<file path="config.mk">
export PLATFORM = sky130hd
export DESIGN_NAME = sobs_fifo
export DESIGN_NICKNAME = d
export VERILOG_FILES = /design/src/rtl/sobs_fifo.sv
export SDC_FILE = /design/constraint.sdc
export NUM_CORES = 1
export LEC_CHECK = 0
export BUFFER_PORTS_ARGS = -buffer_cell sky130_fd_sc_hd__buf_4
export CORE_ASPECT_RATIO = 1.4
export CORE_MARGIN = 2
export CORE_UTILIZATION = 58
export CTS_BUF_LIST = sky130_fd_sc_hd__clkbuf_4
export DETAILED_ROUTE_END_ITERATION = 10
export GPL_ROUTABILITY_DRIVEN = 0
export GPL_TIMING_DRIVEN = 0
export PLACE_DENSITY = 0.87
export SYNTH_ARGS = -nofsm -noshare
export SYNTH_HDL_FRONTEND = slang
export SYNTH_SLANG_ARGS = --single-unit
export TNS_END_PERCENT = 1
</file>
<file path="constraint.sdc">
create_clock -name clk_i -period 6.3 [get_ports clk_i]
set_input_delay 0 -clock clk_i [delete_from_list [all_inputs] [get_ports clk_i]]
set_output_delay 0 -clock clk_i [all_outputs]
set_load 0.01 [all_outputs]
</file>
<file path="src/rtl/sobs_fifo.sv">
// Two-entry queue that decouples the front end from the scan engine.
module sobs_fifo #(
  parameter int unsigned DATA_W = 34
) (
  input  logic              clk_i,
  input  logic              rst_ni,
  input  logic              push_valid_i,
  output logic              push_ready_o,
  input  logic [DATA_W-1:0] push_data_i,
  output logic              pop_valid_o,
  input  logic              pop_ready_i,
  output logic [DATA_W-1:0] pop_data_o
);

  localparam int unsigned Depth = 2;
  localparam int unsigned PtrW  = 1;
  localparam int unsigned CntW  = 2;

  logic [DATA_W-1:0] slot_q [Depth];
  logic [PtrW-1:0]   wr_ptr_q;
  logic [PtrW-1:0]   rd_ptr_q;
  logic [CntW-1:0]   cnt_q;
  logic              push;
  logic              pop;

  assign push_ready_o = cnt_q != CntW'(Depth);
  assign pop_valid_o  = cnt_q != '0;
  assign push         = push_valid_i && push_ready_o;
  assign pop          = pop_valid_o && pop_ready_i;
  assign pop_data_o   = slot_q[rd_ptr_q];

  // Advance pointers and fill count
  always_ff @(posedge clk_i or negedge rst_ni) begin
    if (!rst_ni) begin
      wr_ptr_q <= '0;
      rd_ptr_q <= '0;
      cnt_q    <= '0;
    end else begin
      if (push) begin
        wr_ptr_q <= wr_ptr_q + PtrW'(1);
      end
      if (pop) begin
        rd_ptr_q <= rd_ptr_q + PtrW'(1);
      end
      if (push && !pop) begin
        cnt_q <= cnt_q + CntW'(1);
      end else if (pop && !push) begin
        cnt_q <= cnt_q - CntW'(1);
      end
    end
  end

  // Store queued items
  always_ff @(posedge clk_i) begin
    if (push) begin
      slot_q[wr_ptr_q] <= push_data_i;
    end
  end

endmodule

</file>
==> results of run 1 <==
-- power by group through the flow --
stage | logic [mW] | registers [mW] | clock network, mW
5_1_grt | 0.710 | 0.708 | 0.346
6_report | 0.672 | 0.700 | 0.323
4_1_cts | 0.661 | 0.696 | 0.323
2_1_floorplan | 0.409 | 0.694 | 0
3_3_place_gp | 0.618 | 0.700 | 0
3_5_place_dp | 0.639 | 0.707 | 0
-- registers in the layout, summed over array words and instances (netlist names) --
signal    count
rd_ptr_q      1
slot_q       68
cnt_q         2
wr_ptr_q      1
-- worst max-delay path by stage --
stage | slack [ps] | endpoint | start | depth (start not counted)
detailed placement | 4420 | slot_q[0][25]$_DFFE_PP_ | cnt_q[0]$_DFFE_PN0P_ | 3
floorplan | 3740 | slot_q[0][0]$_DFFE_PP_ | cnt_q[0]$_DFFE_PN0P_ | 3
global route | 4240 | slot_q[0][11]$_DFFE_PP_ | cnt_q[0]$_DFFE_PN0P_ | 3
finish | 4400 | slot_q[0][5]$_DFFE_PP_ | cnt_q[0]$_DFFE_PN0P_ | 3
CTS | 4400 | slot_q[0][11]$_DFFE_PP_ | cnt_q[0]$_DFFE_PN0P_ | 3
global placement | 3190 | slot_q[0][26]$_DFFE_PP_ | cnt_q[0]$_DFFE_PN0P_ | 3
-- metrics by stage --
step                power, mW  instances  hold WS [ps]
floorplan               1.103        124        -295.6
global placement        1.318        259        -204.8
detailed placement      1.346        259        -201.8
CTS                     1.679        313         279.2
global route            1.764        313         277.2
finish                  1.695        314         296.7
-- placed cells by master, fill, tap and decap left out, types with 2 or more instances in the layout --
cell                             n
sky130_fd_sc_hd__dfrtp_1         4
sky130_fd_sc_hd__bufinv_16       2
sky130_fd_sc_hd__edfxtp_1       68
sky130_fd_sc_hd__nand2_1         2
sky130_fd_sc_hd__xnor2_1         3
sky130_fd_sc_hd__mux2_2          5
sky130_fd_sc_hd__clkinv_1        2
sky130_fd_sc_hd__buf_4          73
sky130_fd_sc_hd__clkbuf_4       10
sky130_fd_sc_hd__buf_12          3
sky130_fd_sc_hd__dlygate4sd3_1  38
sky130_fd_sc_hd__mux2_4         29
sky130_fd_sc_hd__xor2_1          2
-- logic make-up (layout without fill, tap and decap cells) --
logic type	count (synthesis)	in the layout	synth area share [%]
AND/OR/NAND/NOR	7	7	1.208
flip-flops	72	72	76.53
buffers and inverters	5	132	2.682
multiplexers	34	34	17.57
other	0	1	0
adder cells (fa/ha/maj)	1	1	0.4470
XOR/XNOR	5	5	1.565
-- layer usage --
layer | global-route usage (%) | vias to the layer above
met5 | 0 | -
met3 | 6.234 | 10
met4 | 13.33 | 0
li1 | - | 727
met2 | 43.60 | 61
met1 | 26.98 | 808
-- synthesized netlist by cell type (2+ instances only) --
cell / n
sky130_fd_sc_hd__xnor2_1: 3
sky130_fd_sc_hd__mux2_4: 29
sky130_fd_sc_hd__mux2_2: 5
sky130_fd_sc_hd__nor2_1: 2
sky130_fd_sc_hd__buf_12: 3
sky130_fd_sc_hd__xor2_1: 2
sky130_fd_sc_hd__dfrtp_1: 4
sky130_fd_sc_hd__edfxtp_1: 68
sky130_fd_sc_hd__nand2_1: 2
-- worst reg2reg max path: stages (launching register included) --
cell and delay, ps:
sky130_fd_sc_hd__dfrtp_1 430, sky130_fd_sc_hd__nand2b_1 180, sky130_fd_sc_hd__nand2_1 160, sky130_fd_sc_hd__nor2_4 770
-- layout make-up --
type	count	area [µm²]	share of cell area (%)
diodes	1	2.502	0.06295
clock buffers	10	75.07	1.889
repair buffers	111	928.4	23.36
inverters	1	3.754	0.09443
flip-flops and latches	72	2142	53.89
plain buffers	4	71.32	1.794
well taps	62	77.57	1.952
multi-input cells	47	590.6	14.86
clock inverters	6	83.83	2.109
-- timing repair --
action	in CTS	in global routing
hold endpoints to repair	74	0
setup buffers	0	0
hold buffers	38	0
==> out/qor.tcl, run 1 <==
set qor(worst-r2r-setup-slack_ps) 4400
set qor(postSynthCellCount) 124
set qor(clk_path_buf_depth) 2
set qor(core_area_um2) 4572
set qor(first_iteration_detailed_routing_drc_count) 82
set qor(postSynth.topFlopCell) {sky130_fd_sc_hd__edfxtp_1}
set qor(timing.critical_path.from_type) {flip-flop}
set qor(clock.fmax_ghz) 0.5261
set qor(finalWirelength_um) 6234
set qor(timing.critical_path.slowest_cell_delay_ps) 770
set qor(cts_inserted_buffers) 9
set qor(fin_setup_tns_ps) 0
set qor(sequentialPowerShare_pct) 41.3
set qor(min-delay-start) {push_data_i[0]}
set qor(crit_slowest_cell) {sky130_fd_sc_hd__nor2_4}
set qor(holdCritPathClass) {in -> reg}
set qor(clock_latency_ps) 420
set qor(port-buffer-count) 73
set qor(min_period_over_period_pct) 30.17
set qor(timing.final.max_slew_violations) 0
set qor(async_reset_ff_share_pct) 5.556
set qor(placed_area_um2) 3433
set qor(reg2regPathDepth) 3
set qor(post-place-ws_ps) 4423
set qor(number_of_synthesized_flops_with_an_enable_pin) 68
set qor(drt_drc_violations_left) 0
set qor(floorplan.rows) 29
set qor(ir_drop_mv) 0.3224
set qor(grt-ovfl-total) 0
set qor(syn_area_um2) 2799
set qor(grt_start_max_net_pins) 35
set qor(wire_length_of_the_first_global_routing_pass_um) 9328
set qor(max_cap_violations) 0
set qor(relSlewSlack_pct) 35.45
set qor(yosys_top_cell_area_share_pct) 72.95
set qor(fillers) 216
set qor(avgViaCountPerCell) 5.115
set qor(timing.critical_path.fanout_max) 34
set qor(tritoncts_num_sinks) 72
set qor(power_frac_comb_pct) 39.6
set qor(share_of_cells_above_drive_strength_1_pct) 50.60
set qor(p_clk_share_pct) 19.1
set qor(postSynthAreaPerCell_um2) 22.57
set qor(post-route-min-period_ps) 1901
set qor(grt_pass1_vias) 1731
set qor(timing.critical_path.cells) {nand2b_1 > nand2_1 > nor2_4}
set qor(endpoint_required_time_on_the_critical_path_ps) 6340
set qor(synth_seq_area_share_pct) 76.53
set qor(worst-endpoint-arrival_ps) 1940
set qor(grtUsageTotal_pct) 24.52
set qor(cpLargestDelayFamily) {simple AND/OR/NAND/NOR gates}
set qor(hold_viol_final) 0
set qor(ys_ff_latch) 72
set qor(hold_end) {slot_q[1][0]$_DFFE_PP_}
set qor(final_core_utilization_pct) 86.95
set qor(synth-warning-count) 0
set qor(layout_setup_ws_ps) 4399
set qor(fin_worst_skew_ps) 23.06
set qor(dr.max_layer_used) {met4}
set qor(design.die.area_um2) 5405
set qor(synth.distinct_cells) 15
set qor(grt_antenna_before_repair) 0
set qor(crit_type) {reg -> reg}
set qor(max_slew.worst_pin.slew_ps) 965.9
set qor(cts.clk_slew.worst_paths_ps) 130
set qor(fp.dieH_um) 86.20
set qor(synth_nets) 163
set qor(num-nets-final) 285
set qor(outcome) {complete, no violations}
set qor(power.static_leakage_nw) 1.611
set qor(floorplan.io_pins) 74
set qor(cts_tree) {built}
set qor(syn_to_final_growth_pct) 42.02
set qor(m1WireLength_um) 2335
set qor(drt_pass1_iterations) 4
set qor(die_width_um) 62.71
set qor(drt-wirelength-per-cell_um) 19.85
set qor(regToRegStartpoint) {cnt_q[0]$_DFFE_PN0P_}
set qor(unrepaired_setup_endpoints_after_global_routing) {no}
set qor(dp.final_hpwl_um) 3083
set qor(netlist_top_cells_area) {sky130_fd_sc_hd__edfxtp_1 73%, sky130_fd_sc_hd__mux2_4 16%, sky130_fd_sc_hd__dfrtp_1 3.6%}
set qor(path_buf_inv) 0
set qor(route.met3.wl_um) 247
set qor(crit_path_end_kind) {flip-flop}
set qor(synth_top_area_cell) {sky130_fd_sc_hd__edfxtp_1}
set qor(wl_met2_um) 3520
set qor(setup_violations) 0
set qor(h-tree-depth) 3
set qor(power.share.switching_pct) 29.45
set qor(power_density_nw_per_um2) 426.3
set qor(antenna_left) 0
set qor(floorplan.initialDensity_pct) 61.22
set qor(reg2reg_to) {slot_q[0][5]$_DFFE_PP_}
set qor(route.vias.total) 1606
set qor(internal_power_mw) 1.196
set qor(clk_root_buffer_cell) {sky130_fd_sc_hd__clkbuf_4}
set qor(ctsResizeCount) 0
set qor(design_area_um2) 3975
set qor(min_delay_path_depth) 2
set qor(total_switching_power_mw) 0.4991
No activity file was read; power rests on OpenSTA's default activity.
==> run 2: changes to the inputs <==
--- a/config.mk
+++ b/config.mk
@@ -8,12 +8,12 @@
 export BUFFER_PORTS_ARGS = -buffer_cell sky130_fd_sc_hd__buf_4
 export CORE_ASPECT_RATIO = 1.4
 export CORE_MARGIN = 2
-export CORE_UTILIZATION = 58
+export CORE_UTILIZATION = 49
 export CTS_BUF_LIST = sky130_fd_sc_hd__clkbuf_4
 export DETAILED_ROUTE_END_ITERATION = 10
 export GPL_ROUTABILITY_DRIVEN = 0
 export GPL_TIMING_DRIVEN = 0
-export PLACE_DENSITY = 0.87
+export PLACE_DENSITY = 0.78
 export SYNTH_ARGS = -nofsm -noshare
 export SYNTH_HDL_FRONTEND = slang
 export SYNTH_SLANG_ARGS = --single-unit
==> constraint.sdc (replaced) <==
create_clock -name clk_i -period 1.6 [get_ports clk_i]
set_input_delay 0 -clock clk_i [delete_from_list [all_inputs] [get_ports clk_i]]
set_output_delay 0 -clock clk_i [all_outputs]
set_load 0.01 [all_outputs]
==> run 2 against run 1 <==
Effect of this change:
- cell count is 3.2% higher
- clock-buffer cell count is 1 lower
- clock power grew to 3.4 times the previous value
- final area is 1.9% higher
- critical endpoint is now slot_q[0][29]$_DFFE_PP_
- largest cell class unchanged
- wire length is 12% lower
==> out/qor.tcl, run 2 (synthesis results as in run 1) <==
set qor(holdCritPathClass) {in -> reg}
set qor(floorplan.rows) 32 ;# +10%
set qor(fp.dieH_um) 93.43 ;# +8.4%
set qor(crit_type) {reg -> reg}
set qor(h-tree-depth) 3 ;# unchanged
set qor(timing.final.max_slew_violations) 0 ;# unchanged
set qor(min_period_over_period_pct) 96.21 ;# +66 points
set qor(worst-endpoint-arrival_ps) 1570 ;# -370 ps
set qor(wire_length_of_the_first_global_routing_pass_um) 8259 ;# -11%
set qor(design.die.area_um2) 6341 ;# +17%
set qor(largest_register_ffs) 68 ;# unchanged
set qor(finalWirelength_um) 5487 ;# -12%
set qor(relSlewSlack_pct) 64.11 ;# +29 points
set qor(max_slew.worst_pin.slew_ps) 537.0 ;# -428.9 ps
set qor(drt_drc_violations_left) 0 ;# unchanged
set qor(port-buffer-count) 73 ;# unchanged
set qor(cts_tree) {built}
set qor(unrepaired_setup_endpoints_after_global_routing) {yes}
set qor(die_width_um) 67.88 ;# +8.2%
set qor(floorplan.initialDensity_pct) 50.66 ;# -11 points
set qor(syn_to_final_growth_pct) 44.70
set qor(layout_setup_ws_ps) 60.59 ;# -4339 ps
set qor(timing.critical_path.fanout_max) 17 ;# -50%
set qor(timing.critical_path.slowest_cell_delay_ps) 450 ;# -320 ps
set qor(top_regs) {slot_q (68), cnt_q (2)}
set qor(floorplan.io_pins) 74 ;# unchanged
set qor(dp.cells) 265 ;# +2.3%
set qor(grtUsageTotal_pct) 19.02 ;# -5.5 points
set qor(worst-r2r-setup-slack_ps) 60 ;# -4340 ps
set qor(tritoncts_num_sinks) 72 ;# unchanged
set qor(antenna_left) 0 ;# unchanged
set qor(grt_start_max_net_pins) 35 ;# unchanged
set qor(fillers) 349 ;# +62%
set qor(regMostFlops) {slot_q}
set qor(timing.critical_path.from_type) {flip-flop}
set qor(crit_slowest_cell) {sky130_fd_sc_hd__nor2_4}
set qor(dp.final_hpwl_um) 3170 ;# +2.8%
set qor(core_area_um2) 5525 ;# +21%
set qor(post-place-ws_ps) -330.5 ;# -4753 ps
set qor(timing.critical_path.cells) {nand2b_4 > nand2_4 > nor2_4}
set qor(cts.clk_slew.worst_paths_ps) 120 ;# about the same
set qor(cts_inserted_buffers) 9 ;# unchanged
set qor(share_of_cells_above_drive_strength_1_pct) 53.91 ;# +3.3 points
set qor(antenna_cells) 0 ;# -1
set qor(first_iteration_detailed_routing_drc_count) 46 ;# -44%
set qor(max_cap_violations) 0 ;# unchanged
set qor(grt_pass1_vias) 1708 ;# -1.3%
set qor(num-nets-final) 290 ;# +1.8%
set qor(clk_path_buf_depth) 2 ;# unchanged
set qor(fin_worst_skew_ps) 13.62 ;# -9.441 ps
set qor(crit_path_end_kind) {flip-flop}
set qor(drt_pass1_iterations) 4 ;# unchanged
set qor(route.vias.total) 1536 ;# -4.4%
set qor(clock_latency_ps) 390 ;# -30 ps
set qor(power_density_nw_per_um2) 1633 ;# +280%
set qor(final_cell_mix) {71 x sky130_fd_sc_hd__buf_4, 68 x sky130_fd_sc_hd__edfxtp_1, 38 x sky130_fd_sc_hd__dlygate4sd3_1}
set qor(outcome) {complete, no violations}
set qor(post-route-min-period_ps) 1539 ;# -361.4 ps
set qor(clock.fmax_ghz) 0.6496 ;# +23%
set qor(drt-wirelength-per-cell_um) 16.94 ;# -15%
set qor(endpoint_required_time_on_the_critical_path_ps) 1630 ;# -4710 ps
set qor(power.static_leakage_nw) 1.626 ;# +0.93%
set qor(most_frequent_standard_cell_in_the_layout_excluding_fill_and_tap_cells) {sky130_fd_sc_hd__buf_4}
set qor(hold_viol_final) 0 ;# unchanged
set qor(hold_ws_ps) 322.9 ;# +26.12 ps
set qor(avgViaCountPerCell) 4.741 ;# -7.3%
set qor(setup_violations) 0 ;# unchanged
set qor(ir_drop_mv) 1.336 ;# +310%
set qor(clk_root_buffer_cell) {sky130_fd_sc_hd__clkbuf_4}
set qor(grt-ovfl-total) 0 ;# unchanged
set qor(grt_antenna_before_repair) 0 ;# unchanged
set qor(instances_no_fill) 324 ;# +3.2%
run 2: cell types whose count changed in the layout (fill, tap and decap cells not counted), sizes merged:
cell      change
buf           +4
bufinv        -1
clkbuf        -1
clkinv        -1
clkinvlp      +3
diode         -1
nor2          +1
run 2: metal layers:
metal / part of all wire [%] / global-route usage, % / wire (µm) / up-vias
met4: 1.0 / 11.17 / 55 / 0
met2: 62 / 35.62 / 3378 / 43
met5: 0 / 0 / 0 / -
met3: 3.3 / 3.490 / 183 / 4
met1: 34 / 18.40 / 1869 / 754
li1: - / - / - / 735
run 2: worst max-delay path: cells and delay by family (launching register included):
family | cells | cell delay, ps
AND/OR/NAND/NOR | 3 | 730
flip-flops | 1 | 440
run 2: cell type report:
cell class / instances / area [µm²] / share of cell area (%)
multi-input cells: 48 / 625.6 / 15.45
clock inverters: 7 / 72.57 / 1.792
plain buffers: 4 / 71.32 / 1.761
flip-flops and latches: 72 / 2143 / 52.92
well taps: 68 / 85.08 / 2.101
repair buffers: 115 / 980.9 / 24.22
clock buffers: 9 / 67.56 / 1.668
inverters: 1 / 3.754 / 0.09268
run 2: final timing paths:
path                                 startpoint                       to  depth (start not counted)
min in group asynchronous                rst_ni     rd_ptr_q$_DFFE_PN0P_                          3
setup reg to reg           cnt_q[0]$_DFFE_PN0P_  slot_q[0][29]$_DFFE_PP_                          3
max in group asynchronous                rst_ni     cnt_q[1]$_DFFE_PN0P_                          3
hold / removal                  push_data_i[19]  slot_q[0][19]$_DFFE_PP_                          2
hold reg to reg            cnt_q[1]$_DFFE_PN0P_     cnt_q[1]$_DFFE_PN0P_                          1
setup / recovery           cnt_q[0]$_DFFE_PN0P_  slot_q[0][29]$_DFFE_PP_                          3
run 2: repair_timing:
action / in CTS / in global routing
cloned: 1 / 0
hold buffers: 38 / 0
endpoints found under the setup margin: 69 / 91
buffers inserted: 0 / 4
endpoints found under the hold margin: 74 / 0
gates resized for setup: 4 / 11
pin swaps: 2 / 3
run 2: metrics by stage:
stage          area (µm²)  TNS, ps  power, mW  utilization, %
6_report             4050        0      6.613           73.30
5_1_grt              4050   -549.7      6.943           73.30
4_1_cts              3984        0      6.501           72.10
3_5_place_dp         3441   -15840      5.303           62.27
3_3_place_gp         3441    -8852      5.205           62.27
2_1_floorplan        2808    -1543      4.348               -
run 2: where the power goes:
group          switching, mW  internal [mW]  total, mW
Clock                  0.626          0.472       1.10
Sequential             0.173           2.59       2.76
Combinational           1.15           1.60       2.76
Total                   1.95           4.66       6.61
