**config.mk**
```make
export PLATFORM = sky130hd
export DESIGN_NAME = sobs_back_flat
export DESIGN_NICKNAME = d
export VERILOG_FILES = /design/src/rtl/sobs_pkg.sv /design/src/rtl/sobs_if.sv /design/src/rtl/sobs_back.sv /design/src/flat_wrapper.sv
export SDC_FILE = /design/constraint.sdc
export NUM_CORES = 1
export LEC_CHECK = 0
export ABC_AREA = 0
export BUFFER_PORTS_ARGS = -buffer_cell sky130_fd_sc_hd__buf_2
export CAP_MARGIN = 10
export CORE_MARGIN = 4
export CORE_UTILIZATION = 39
export CTS_CLUSTER_DIAMETER = 40
export DETAILED_ROUTE_END_ITERATION = 16
export PLACE_DENSITY_LB_ADDON = 0.08
export RECOVER_POWER = 25
export SLEW_MARGIN = 20
export SYNTH_ARGS = -nofsm -noshare
export SYNTH_HDL_FRONTEND = slang
export SYNTH_SLANG_ARGS = --single-unit
```
**constraint.sdc**
```tcl
create_clock -name clk_i -period 3.1 [get_ports clk_i]
set_clock_uncertainty 0.05 [all_clocks]
set_input_delay 0.465 -clock clk_i [delete_from_list [all_inputs] [get_ports clk_i]]
set_output_delay 0.465 -clock clk_i [all_outputs]
set_load 0.005 [all_outputs]
```
**src/rtl/sobs_pkg.sv**
```systemverilog
// Shared types and constants of the shift-or byte scanner.
package sobs_pkg;

  // Field widths of the item channels
  localparam int unsigned ModeW  = 2;
  localparam int unsigned ByteW  = 8;
  localparam int unsigned MaskW  = 32;
  localparam int unsigned CountW = 32;

  // Class table geometry
  localparam int unsigned TableDepth = 256;

  // Configuration port geometry
  localparam int unsigned LenW      = 6;
  localparam int unsigned CfgIdxW   = 1;
  localparam int unsigned CfgDataW  = 6;
  localparam logic [LenW-1:0] LenReset = LenW'(1);

  // Item operation, encoded as the mode field
  typedef enum logic [ModeW-1:0] {
    OP_LOAD    = 2'd0,
    OP_SCAN    = 2'd1,
    OP_RESTART = 2'd2,
    OP_NOP     = 2'd3
  } op_e;

  localparam int unsigned OpW = $bits(op_e);

  // Configuration register indexes
  typedef enum logic [CfgIdxW-1:0] {
    CFG_PATTERN_LENGTH = 1'b0,
    CFG_REVERSE_SCAN   = 1'b1
  } cfg_idx_e;

  // Configuration as seen by the scan engine
  typedef struct packed {
    logic [LenW-1:0] pattern_length;
    logic            reverse_scan;
  } cfg_t;

endpackage

```
**src/rtl/sobs_if.sv**
```systemverilog


interface sobs_out_if;
  logic                          valid;
  logic                          ready;
  logic                          hit;
  logic [sobs_pkg::CountW-1:0]   scanned_count;

  modport source (output valid, output hit, output scanned_count, input ready);
  modport sink   (input valid, input hit, input scanned_count, output ready);
endinterface

```
**src/rtl/sobs_back.sv**
```systemverilog
// Scan engine: updates the match vector and byte count, registers the result.
module sobs_back #(
  parameter int unsigned WORD_BITS = 32
) (
  input  logic                  clk_i,
  input  logic                  rst_ni,
  input  sobs_pkg::cfg_t        cfg_i,
  input  logic                  pop_valid_i,
  output logic                  pop_ready_o,
  input  sobs_pkg::op_e         pop_op_i,
  input  logic [WORD_BITS-1:0]  pop_entry_i,
  sobs_out_if.source            out_o
);

  localparam int unsigned IdxW = $clog2(WORD_BITS);
  localparam int unsigned LenW = sobs_pkg::LenW;

  logic [WORD_BITS-1:0]           match_q, match_d;
  logic [sobs_pkg::CountW-1:0]    count_q, count_d;
  logic                           out_valid_q;
  logic                           hit_q, hit_d;
  logic [sobs_pkg::CountW-1:0]    res_count_q;
  logic                           pop;
  logic [LenW-1:0]                eff_len;
  logic [IdxW-1:0]                test_idx;
  logic [WORD_BITS-1:0]           shifted;

  assign pop         = pop_valid_i && (!out_valid_q || out_o.ready);
  assign pop_ready_o = !out_valid_q || out_o.ready;

  // Clamp the pattern length to 1..WORD_BITS
  always_comb begin
    eff_len = cfg_i.pattern_length;
    if (eff_len == '0) begin
      eff_len = LenW'(1);
    end else if ({1'b0, eff_len} > (LenW + 1)'(WORD_BITS)) begin
      eff_len = LenW'(WORD_BITS);
    end
    test_idx = IdxW'(eff_len - LenW'(1));
  end

  // Next match vector, counter and hit flag
  always_comb begin
    match_d = match_q;
    count_d = count_q;
    hit_d   = 1'b0;
    shifted = cfg_i.reverse_scan ? (match_q >> 1) : (match_q << 1);
    case (pop_op_i)
      sobs_pkg::OP_SCAN: begin
        match_d = shifted | pop_entry_i;
        count_d = count_q + sobs_pkg::CountW'(1);
        hit_d   = cfg_i.reverse_scan ? !match_d[0] : !match_d[test_idx];
      end
      sobs_pkg::OP_RESTART: begin
        match_d = cfg_i.reverse_scan ? ~({WORD_BITS{1'b1}} << eff_len)
                                     : {WORD_BITS{1'b1}};
        count_d = '0;
      end
      default: begin
        match_d = match_q;
      end
    endcase
  end

  // Commit state and present the result
  always_ff @(posedge clk_i or negedge rst_ni) begin
    if (!rst_ni) begin
      match_q     <= {WORD_BITS{1'b1}};
      count_q     <= '0;
      out_valid_q <= 1'b0;
    end else begin
      if (pop) begin
        match_q     <= match_d;
        count_q     <= count_d;
        out_valid_q <= 1'b1;
      end else if (out_o.ready) begin
        out_valid_q <= 1'b0;
      end
    end
  end

  always_ff @(posedge clk_i) begin
    if (pop) begin
      hit_q       <= hit_d;
      res_count_q <= count_d;
    end
  end

  assign out_o.valid         = out_valid_q;
  assign out_o.hit           = hit_q;
  assign out_o.scanned_count = res_count_q;

endmodule

```
**src/flat_wrapper.sv**
```systemverilog
// flat-port wrapper written by rule: the top's interface ports become plain ports
module sobs_back_flat 
#(
  parameter int unsigned WORD_BITS = 32
)
  (clk_i, rst_ni, cfg_i, pop_valid_i, pop_ready_o, pop_op_i, pop_entry_i, out_o_valid, out_o_hit, out_o_scanned_count, out_o_ready);
  sobs_out_if out_o_i ();
  input  logic clk_i;
  input  logic rst_ni;
  input  sobs_pkg::cfg_t cfg_i;
  input  logic pop_valid_i;
  output logic pop_ready_o;
  input  sobs_pkg::op_e pop_op_i;
  input  logic [WORD_BITS-1:0] pop_entry_i;
  output wire logic [$bits(out_o_i.valid)-1:0] out_o_valid;
  output wire logic [$bits(out_o_i.hit)-1:0] out_o_hit;
  output wire logic [$bits(out_o_i.scanned_count)-1:0] out_o_scanned_count;
  input wire logic [$bits(out_o_i.ready)-1:0] out_o_ready;
  assign out_o_valid = out_o_i.valid;
  assign out_o_hit = out_o_i.hit;
  assign out_o_scanned_count = out_o_i.scanned_count;
  assign out_o_i.ready = out_o_ready;
  sobs_back #(.WORD_BITS(WORD_BITS)) u_core (.clk_i(clk_i), .rst_ni(rst_ni), .cfg_i(cfg_i), .pop_valid_i(pop_valid_i), .pop_ready_o(pop_ready_o), .pop_op_i(pop_op_i), .pop_entry_i(pop_entry_i), .out_o(out_o_i));
endmodule
```
==> qor_table.md, run 1 <==
| Step | Metric | This run |
|:---|:---|:---|
| run status | Status | finished with violations |
| run status | Violated checks | capacitance limit, slew limit |
| route | Routed WL per cell | 17.67 um |
| timing | Unrepaired setup endpoints after global routing | false |
| hold path | Worst Hold Class | in2reg |
| power | Tot Pwr | 3.433 mW |
| grt | Number of global-route vias before repair | 4711 |
| final layout | Post-layout util | 46.33% |
| timing | Worst max-slew margin expressed relative to the limit | -13.92% |
| clock tree | Clock-pin slew on the worst setup and hold paths | 0.07 ns |
| power | Worst vdd ir | 0.0002674 V |
| final layout | Reg area | 0.002658 mm^2 |
| route | Via count | 5034 |
| grt | Pin count of the biggest net entering global routing | 66 |
| final layout | Final design instance area without fill | 0.006785 mm^2 |
| die | Die width | 130.5 um |
| clock tree | Number of buffers inserted for hold repair after clock tree synthesis | 0 |
| die | Die Outline Area | 0.01704 mm^2 |
| worst setup path | Data required time of the critical path | 3.24 ns |
| worst setup path | Worst Setup End Kind | flip-flop |
| timing | Transition time of the tightest slew-check pin | 1.709 ns |
| synthesis | Syn Std Cell Area | 0.005857 mm^2 |
| timing | Number of hold violations in the final report | 0 |
| clock tree | Clock Path Buffers | 2 |
| power | Power density cells | 505.9 mW/mm^2 |
| worst setup path | Max FO, Critical Path | 4 |
| clock tree | Maximum level of the CTS H-tree | 3 |
| route | Residual DRC count | 0 |
| timing | Highest clock rate | 0.3800 GHz |
| synthesis | Synth warn | 0 |
| placement | Weighted congestion at the end of routability-driven global placement | 0.8850 |
| final layout | Antenna diode count | 0 |
| timing | Number of endpoints failing setup at the final stage | 0 |
| placement | Setup slack at placement | 0.1403 ns |
| synthesis | Prevailing post-synth register cell | edfxtp_1 |
| grt | First-pass GRT wire length | 25.16 mm |
| synthesis | Number of enable flip-flop cells after synthesis | 33 |
| die | Initial Utilization | 39.99% |
| route | Per-cell via count in the routed design | 5.701 |
| final layout | Share of final-layout standard cells stronger than drive strength 1 | 23.75% |
| synthesis | Nets in the synthesized netlist | 679 |
| clock tree | Root buffer selected by CTS | clkbuf_16 |
| worst setup path | Class of the most critical setup path | in2reg |
| placement | Placed cells | 867 |
| final layout | Final #Nets | 746 |
| power | Leakage component of the power | 2.781 nW |
| final layout | Area Growth Syn to Fin | 15.85% |
| synthesis | Number of unique standard cell types used by synthesis | 61 |
| timing | Worst setup margin | 0.4682 ns |
| timing | Setup TNS | 0 ns |
| worst setup path | Data arrival, critical path | 2.78 ns |
| die | Die height | 130.5 um |
| synthesis | Average footprint of a synthesized cell | 9.341 um^2 |
| synthesis | Proportion of register bits with asynchronous set or reset after synthesis | 66.33% |
| final layout | Area of the multi-input gates | 0.002963 mm^2 |
| final layout | Fill cell count | 1406 |
| clock tree | Post-CTS Setup Inserts | 0 |
| grt | Global route total overflow | 0 |
| placement | Post-DP Area | 0.006501 mm^2 |
| placement | DPL Wire Length | 10.88 mm |
| clock tree | TritonCTS clock tree | done |
| route | Number of nets still failing antenna checks after routing | 0 |
| synthesis | Post-synthesis sequential area ratio | 45.37% |
| die | Area of the core | 0.01464 mm^2 |
| die | Top Ports | 80 |
| placement | PortBufs | 79 |
| route | Number of DRC markers after the initial detailed-route iteration | 493 |
| synthesis | Post-synthesis sequential element count | 98 |
| timing | Final min period | 2.632 ns |
| die | Number of standard-cell rows in the floorplan | 44 |
| timing | Final worst path period share | 84.90% |
| route | DR pass1 iterations | 6 |
| final layout | Final Instance Count excl. Fillers | 883 |
| clock tree | Count of clock tree sinks | 98 |
| flow run | Maximum Capacitance Violations | 1 |
| clock tree | Insertion delay to the later sink of the worst-skew pair | 0.35 ns |
| grt | Number of antenna violations at the first check in global routing | 0 |
| timing | Hold WS | 0.2696 ns |
| grt | Global routing usage summed across all routing layers | 18.66% |
| timing | Max-slew violation count | 66 |
| route | Final wirelength | 15.60 mm |
| clock tree | Count of instances resized after the clock tree is built | 0 |
| synthesis | Post-Synthesis Cells | 627 |
| clock tree | Number of buffers created by CTS | 9 |
| worst setup path | Critical Path Start Type | input port |
-- critical path, stage by stage --
cell and delay, ns:
buf_2 0.11, nor4_1 0.27, nor2_1 0.09, nor2_2 0.14
inv_2 0.05, ha_1 0.22, inv_1 0.10, ha_1 0.26
mux4_2 0.35, nor2_1 0.04, or4_1 0.48, a32oi_1 0.21
-- flip-flops by register name (all words and copies together), names as in the netlist --
name and flops:
u_core.out_o.valid 1, u_core.count_q 32, u_core.match_q 32, u_core.out_o.hit 1
u_core.out_o.scanned_count 32
-- routing by layer --
layer / vias up / wire length [um] / GRT usage [%]
met1: 2414 / 7758 / 28.23
li1: 2437 / - / -
met5: - / 0 / 0
met4: 0 / 263 / 6.594
met3: 26 / 886 / 3.821
met2: 157 / 6694 / 26.36
-- power by group --
group	total [mW]	switching (mW)	internal, mW	leakage (nW)
Clock	1.16	0.503	0.655	0.142
Sequential	1.65	0.104	1.55	1.12
Combinational	0.620	0.353	0.267	1.51
Total	3.43	0.960	2.47	2.78
-- area by class of cell --
cell class / count / share of cell area (%)
flip-flops and latches: 98 / 39.17
well taps: 184 / 3.393
multi-input cells: 470 / 43.67
repair buffers: 101 / 8.593
clock buffers: 13 / 3.688
inverters: 14 / 0.7745
clock inverters: 3 / 0.7192
-- final timing paths --
kind	start	endpoint	slack, ns	depth (start not counted)
min in group asynchronous	rst_ni	u_core.count_q[4]	0.62	2
worst min-delay path	pop_valid_i	u_core.out_o.valid	0.27	2
max in group asynchronous	rst_ni	u_core.count_q[15]	1.38	2
worst max-delay path	cfg_i[2]	u_core.out_o.hit	0.47	12
worst max register to register	u_core.count_q[14]	u_core.out_o.scanned_count[29]	0.70	6
worst min register to register	u_core.match_q[13]	u_core.match_q[13]	0.44	2
-- cell usage after synthesis (8+ instances only) --
cell type	n	area (um^2)
nand2_1	63	236.5
nor2_1	59	221.5
o21ai_0	53	265.3
o31ai_1	34	255.2
dfrtp_1	33	825.8
edfxtp_1	33	991.0
dfstp_2	32	840.8
and2_1	31	193.9
clkbuf_1	29	108.9
a211oi_1	24	180.2
a21oi_1	18	90.09
nand3_1	18	90.09
a21o_1	14	105.1
xor2_1	14	122.6
xnor2_1	13	113.9
a211o_1	11	96.34
buf_2	11	55.05
inv_1	10	37.54
nand2b_1	10	62.56
a221oi_1	9	78.83
nor2b_1	9	56.30
and3_1	8	50.05
o22ai_1	8	50.05
-- layout by cell type (no fill, tap or decap), drive strengths merged, types with 9 or more instances in the layout --
cell    instances
a211o          11
a211oi         25
a21o           14
a21oi          18
a221oi          9
and2           31
buf           100
clkbuf         14
dfrtp          33
dfstp          32
edfxtp         33
inv            13
nand2          63
nand2b         10
nand3          20
nor2           60
nor2b           9
o21ai          54
o31ai          34
xnor2          13
xor2           14
-- kinds of logic (layout without fill, tap and decap cells) --
logic type,after synthesis,in the layout,synth area share [%]
compound gates,202,202,23.56
xor+xnor,27,27,4.038
fa+ha+maj,7,7,1.495
buf+inv,59,131,4.209
flops,98,98,45.37
mux,12,12,2.542
simple gates,222,222,18.78
(Power assumes the default switching activity.)
==> inputs of run 2 (changes only) <==
==> constraint.sdc (replaced) <==
create_clock -name clk_i -period 2.2 [get_ports clk_i]
set_clock_uncertainty 0.05 [all_clocks]
set_input_delay 0.33 -clock clk_i [delete_from_list [all_inputs] [get_ports clk_i]]
set_output_delay 0.33 -clock clk_i [all_outputs]
set_load 0.005 [all_outputs]
==> run 2 against run 1 <==
The run ends with setup timing left. Combinational power increased by 54%. Clock power increased by 33%. Design area increased by 7.8%. Register-to-register slack got worse by 0.56 ns. Via count increased by 4.9%. Flip-flop and latch count unchanged. Critical endpoint unchanged. Total power increased by 40%. Utilization increased by 3.6 points. Final cell count increased by 7.2%. Count of clock-buffer cells in the layout decreased by 4. Critical path depth unchanged. Setup slack got worse by 0.50 ns.
==> qor_table.md, run 2 (synthesis results as in run 1) <==
| Step | Metric | This run |
|:---|:---|:---|
| timing | Number of hold violations in the final report | 0 |
| route | Number of nets still failing antenna checks after routing | 0 |
| grt | Pin count of the biggest net entering global routing | 64 |
| clock tree | TritonCTS clock tree | done |
| placement | Setup slack at placement | -0.5360 ns |
| final layout | Area Growth Syn to Fin | 24.91% |
| timing | Number of endpoints failing setup at the final stage | 1 |
| run status | Status | finished with violations |
| timing | Transition time of the tightest slew-check pin | 1.199 ns |
| die | Number of standard-cell rows in the floorplan | 44 |
| timing | Final min period | 2.230 ns |
| die | Area of the core | 0.01464 mm^2 |
| worst setup path | Critical Path Start Type | input port |
| grt | First-pass GRT wire length | 26.65 mm |
| clock tree | Clock-pin slew on the worst setup and hold paths | 0.07 ns |
| clock tree | Root buffer selected by CTS | clkbuf_16 |
| placement | PortBufs | 79 |
| flow run | Maximum Capacitance Violations | 0 |
| grt | Number of antenna violations at the first check in global routing | 0 |
| die | Top Ports | 80 |
| timing | Final worst path period share | 101.4% |
| clock tree | Insertion delay to the later sink of the worst-skew pair | 0.35 ns |
| final layout | Final Instance Count excl. Fillers | 947 |
| worst setup path | Number of buffer and inverter stages on the critical path | 3 |
| power | Worst vdd ir | 0.0004223 V |
| final layout | Share of final-layout standard cells stronger than drive strength 1 | 31.19% |
| grt | Global routing usage summed across all routing layers | 19.71% |
| route | Routed WL per cell | 17.18 um |
| power | Leakage component of the power | 3.092 nW |
| route | Residual DRC count | 0 |
| timing | Max-slew violation count | 0 |
| worst setup path | Data required time of the critical path | 2.35 ns |
| final layout | Leading cell types in the layout, fill and taps excluded | buf_4 (81), buf_2 (76), nand2_1 (63) |
| clock tree | Maximum level of the CTS H-tree | 3 |
| placement | DPL Wire Length | 11.78 mm |
| final layout | Most common cell after layout, fill and taps aside | buf_4 |
| power | Power density cells | 659.1 mW/mm^2 |
| worst setup path | Slowest cell on the critical path | or4_1 |
| grt | Number of global-route vias before repair | 5210 |
| worst setup path | Class of the most critical setup path | in2reg |
| run status | Violated checks | setup timing |
| worst setup path | Critical Path Max Stage Delay | 0.46 ns |
| final layout | Final #Nets | 810 |
| timing | Unrepaired setup endpoints after global routing | true |
| placement | Weighted congestion at the end of routability-driven global placement | 0.8891 |
| route | DR pass1 iterations | 5 |
| worst setup path | Cell class contributing the biggest share of worst-path delay | simple AND/OR/NAND/NOR gates |
| clock tree | Count of clock tree sinks | 98 |
| worst setup path | Max FO, Critical Path | 2 |
| route | Final wirelength | 16.27 mm |
| route | Via count | 5280 |
| die | Initial Utilization | 39.99% |
| die | Die height | 130.5 um |
| timing | Worst setup margin | -0.03006 ns |
| worst setup path | Worst Setup End Kind | flip-flop |
| die | Die width | 130.5 um |
| route | Number of DRC markers after the initial detailed-route iteration | 466 |
| hold path | Worst Hold Class | in2reg |
| final layout | Fill cell count | 1390 |
| grt | Global route total overflow | 0 |
| route | Per-cell via count in the routed design | 5.576 |
| final layout | Antenna diode count | 0 |
| worst setup path | Cells along the critical path | buf_6 > nor4_4 > nor2_1 > nor2_2 > inv_2 > ha_4 > inv_4 > ha_4 > mux4_2 > nor2_2 > or4_1 > a32oi_1 |
| placement | Placed cells | 927 |
| clock tree | Clock Path Buffers | 2 |
| die | Die Outline Area | 0.01704 mm^2 |
| clock tree | Number of buffers created by CTS | 9 |
| timing | Highest clock rate | 0.4484 GHz |
| timing | Worst max-slew margin expressed relative to the limit | 20.07% |
| worst setup path | Data arrival, critical path | 2.38 ns |
[run 2: changes by cell type in the layout (fill, tap and decap cells not counted), sizes merged]
| cell | change |
|---|---|
| bufinv | -1 |
| dlygate4sd3 | +1 |
| clkinvlp | +1 |
| clkbuf | -2 |
| inv | +1 |
| buf | +61 |
| clkinv | +3 |
[run 2: area by class of cell]
type | count | area (um^2) | area share, %
clock buffers | 9 | 225.2 | 3.079
clock inverters | 7 | 52.55 | 0.7183
flip-flops and latches | 98 | 2658 | 36.33
inverters | 14 | 56.30 | 0.7696
multi-input cells | 470 | 3020 | 41.29
repair buffers | 165 | 1074 | 14.67
well taps | 184 | 230.2 | 3.147
[run 2: final timing paths]
path | from | to | slack (ns) | cells past startpoint
worst max-delay path | cfg_i[3] | u_core.out_o.hit | -0.03 | 12
worst min-delay path | pop_valid_i | u_core.out_o.valid | 0.13 | 2
worst max register to register | u_core.count_q[0] | u_core.count_q[22] | 0.14 | 8
worst min register to register | u_core.match_q[7] | u_core.match_q[7] | 0.44 | 2
max in group asynchronous | rst_ni | u_core.count_q[29] | 0.56 | 3
min in group asynchronous | rst_ni | u_core.out_o.valid | 0.84 | 3
[run 2: per-layer routing]
| layer | global-route usage, % | up-vias | share of wire, % |
|---|---|---|---|
| met3 | 2.561 | 20 | 3.4 |
| met5 | 0 | - | 0 |
| met2 | 29.30 | 111 | 44 |
| met1 | 29.71 | 2582 | 51 |
| met4 | 6.473 | 0 | 1.7 |
| li1 | - | 2567 | - |
[run 2: repair_timing]
item / 4_1_cts / 5_1_grt
hold endpoints to repair: 33 / 0
gates resized for setup: 6 / 4
endpoints found under the setup margin: 1 / 7
hold buffers: 1 / 0
pin swaps: 4 / 3
setup buffers: 3 / 0
cloned: 0 / 0
[run 2: worst register-to-register path, delay by kind of cell, from the launching register on]
| family | cells | cell delay, ns |
|---|---|---|
| AO/OA/AOI/OAI | 1 | 0.25 |
| adder cells (fa/ha/maj) | 1 | 0.24 |
| buffers and inverters | 2 | 0.36 |
| flip-flops | 1 | 0.44 |
| AND/OR/NAND/NOR | 4 | 0.61 |
[run 2: stage by stage]
step / hold WS, ns / total power [mW] / util, % / area [um^2] / setup TNS (ns)
finish: 0.1300 / 4.822 / 49.96 / 7316 / -0.03006
floorplan: -0.01559 / 2.901 / - / 5879 / -0.5102
global route: 0.1405 / 5.078 / 49.96 / 7316 / -0.2133
global placement: 0.3122 / 3.289 / 47.58 / 6968 / -1.125
CTS: 0.1251 / 4.861 / 49.97 / 7318 / -0.04369
detailed placement: 0.3111 / 3.302 / 47.58 / 6968 / -1.761
[run 2: power breakdown]
part,leakage [nW],switching [mW],internal (mW)
Clock,0.131,0.759,0.776
Sequential,1.12,0.146,2.18
Combinational,1.84,0.519,0.437
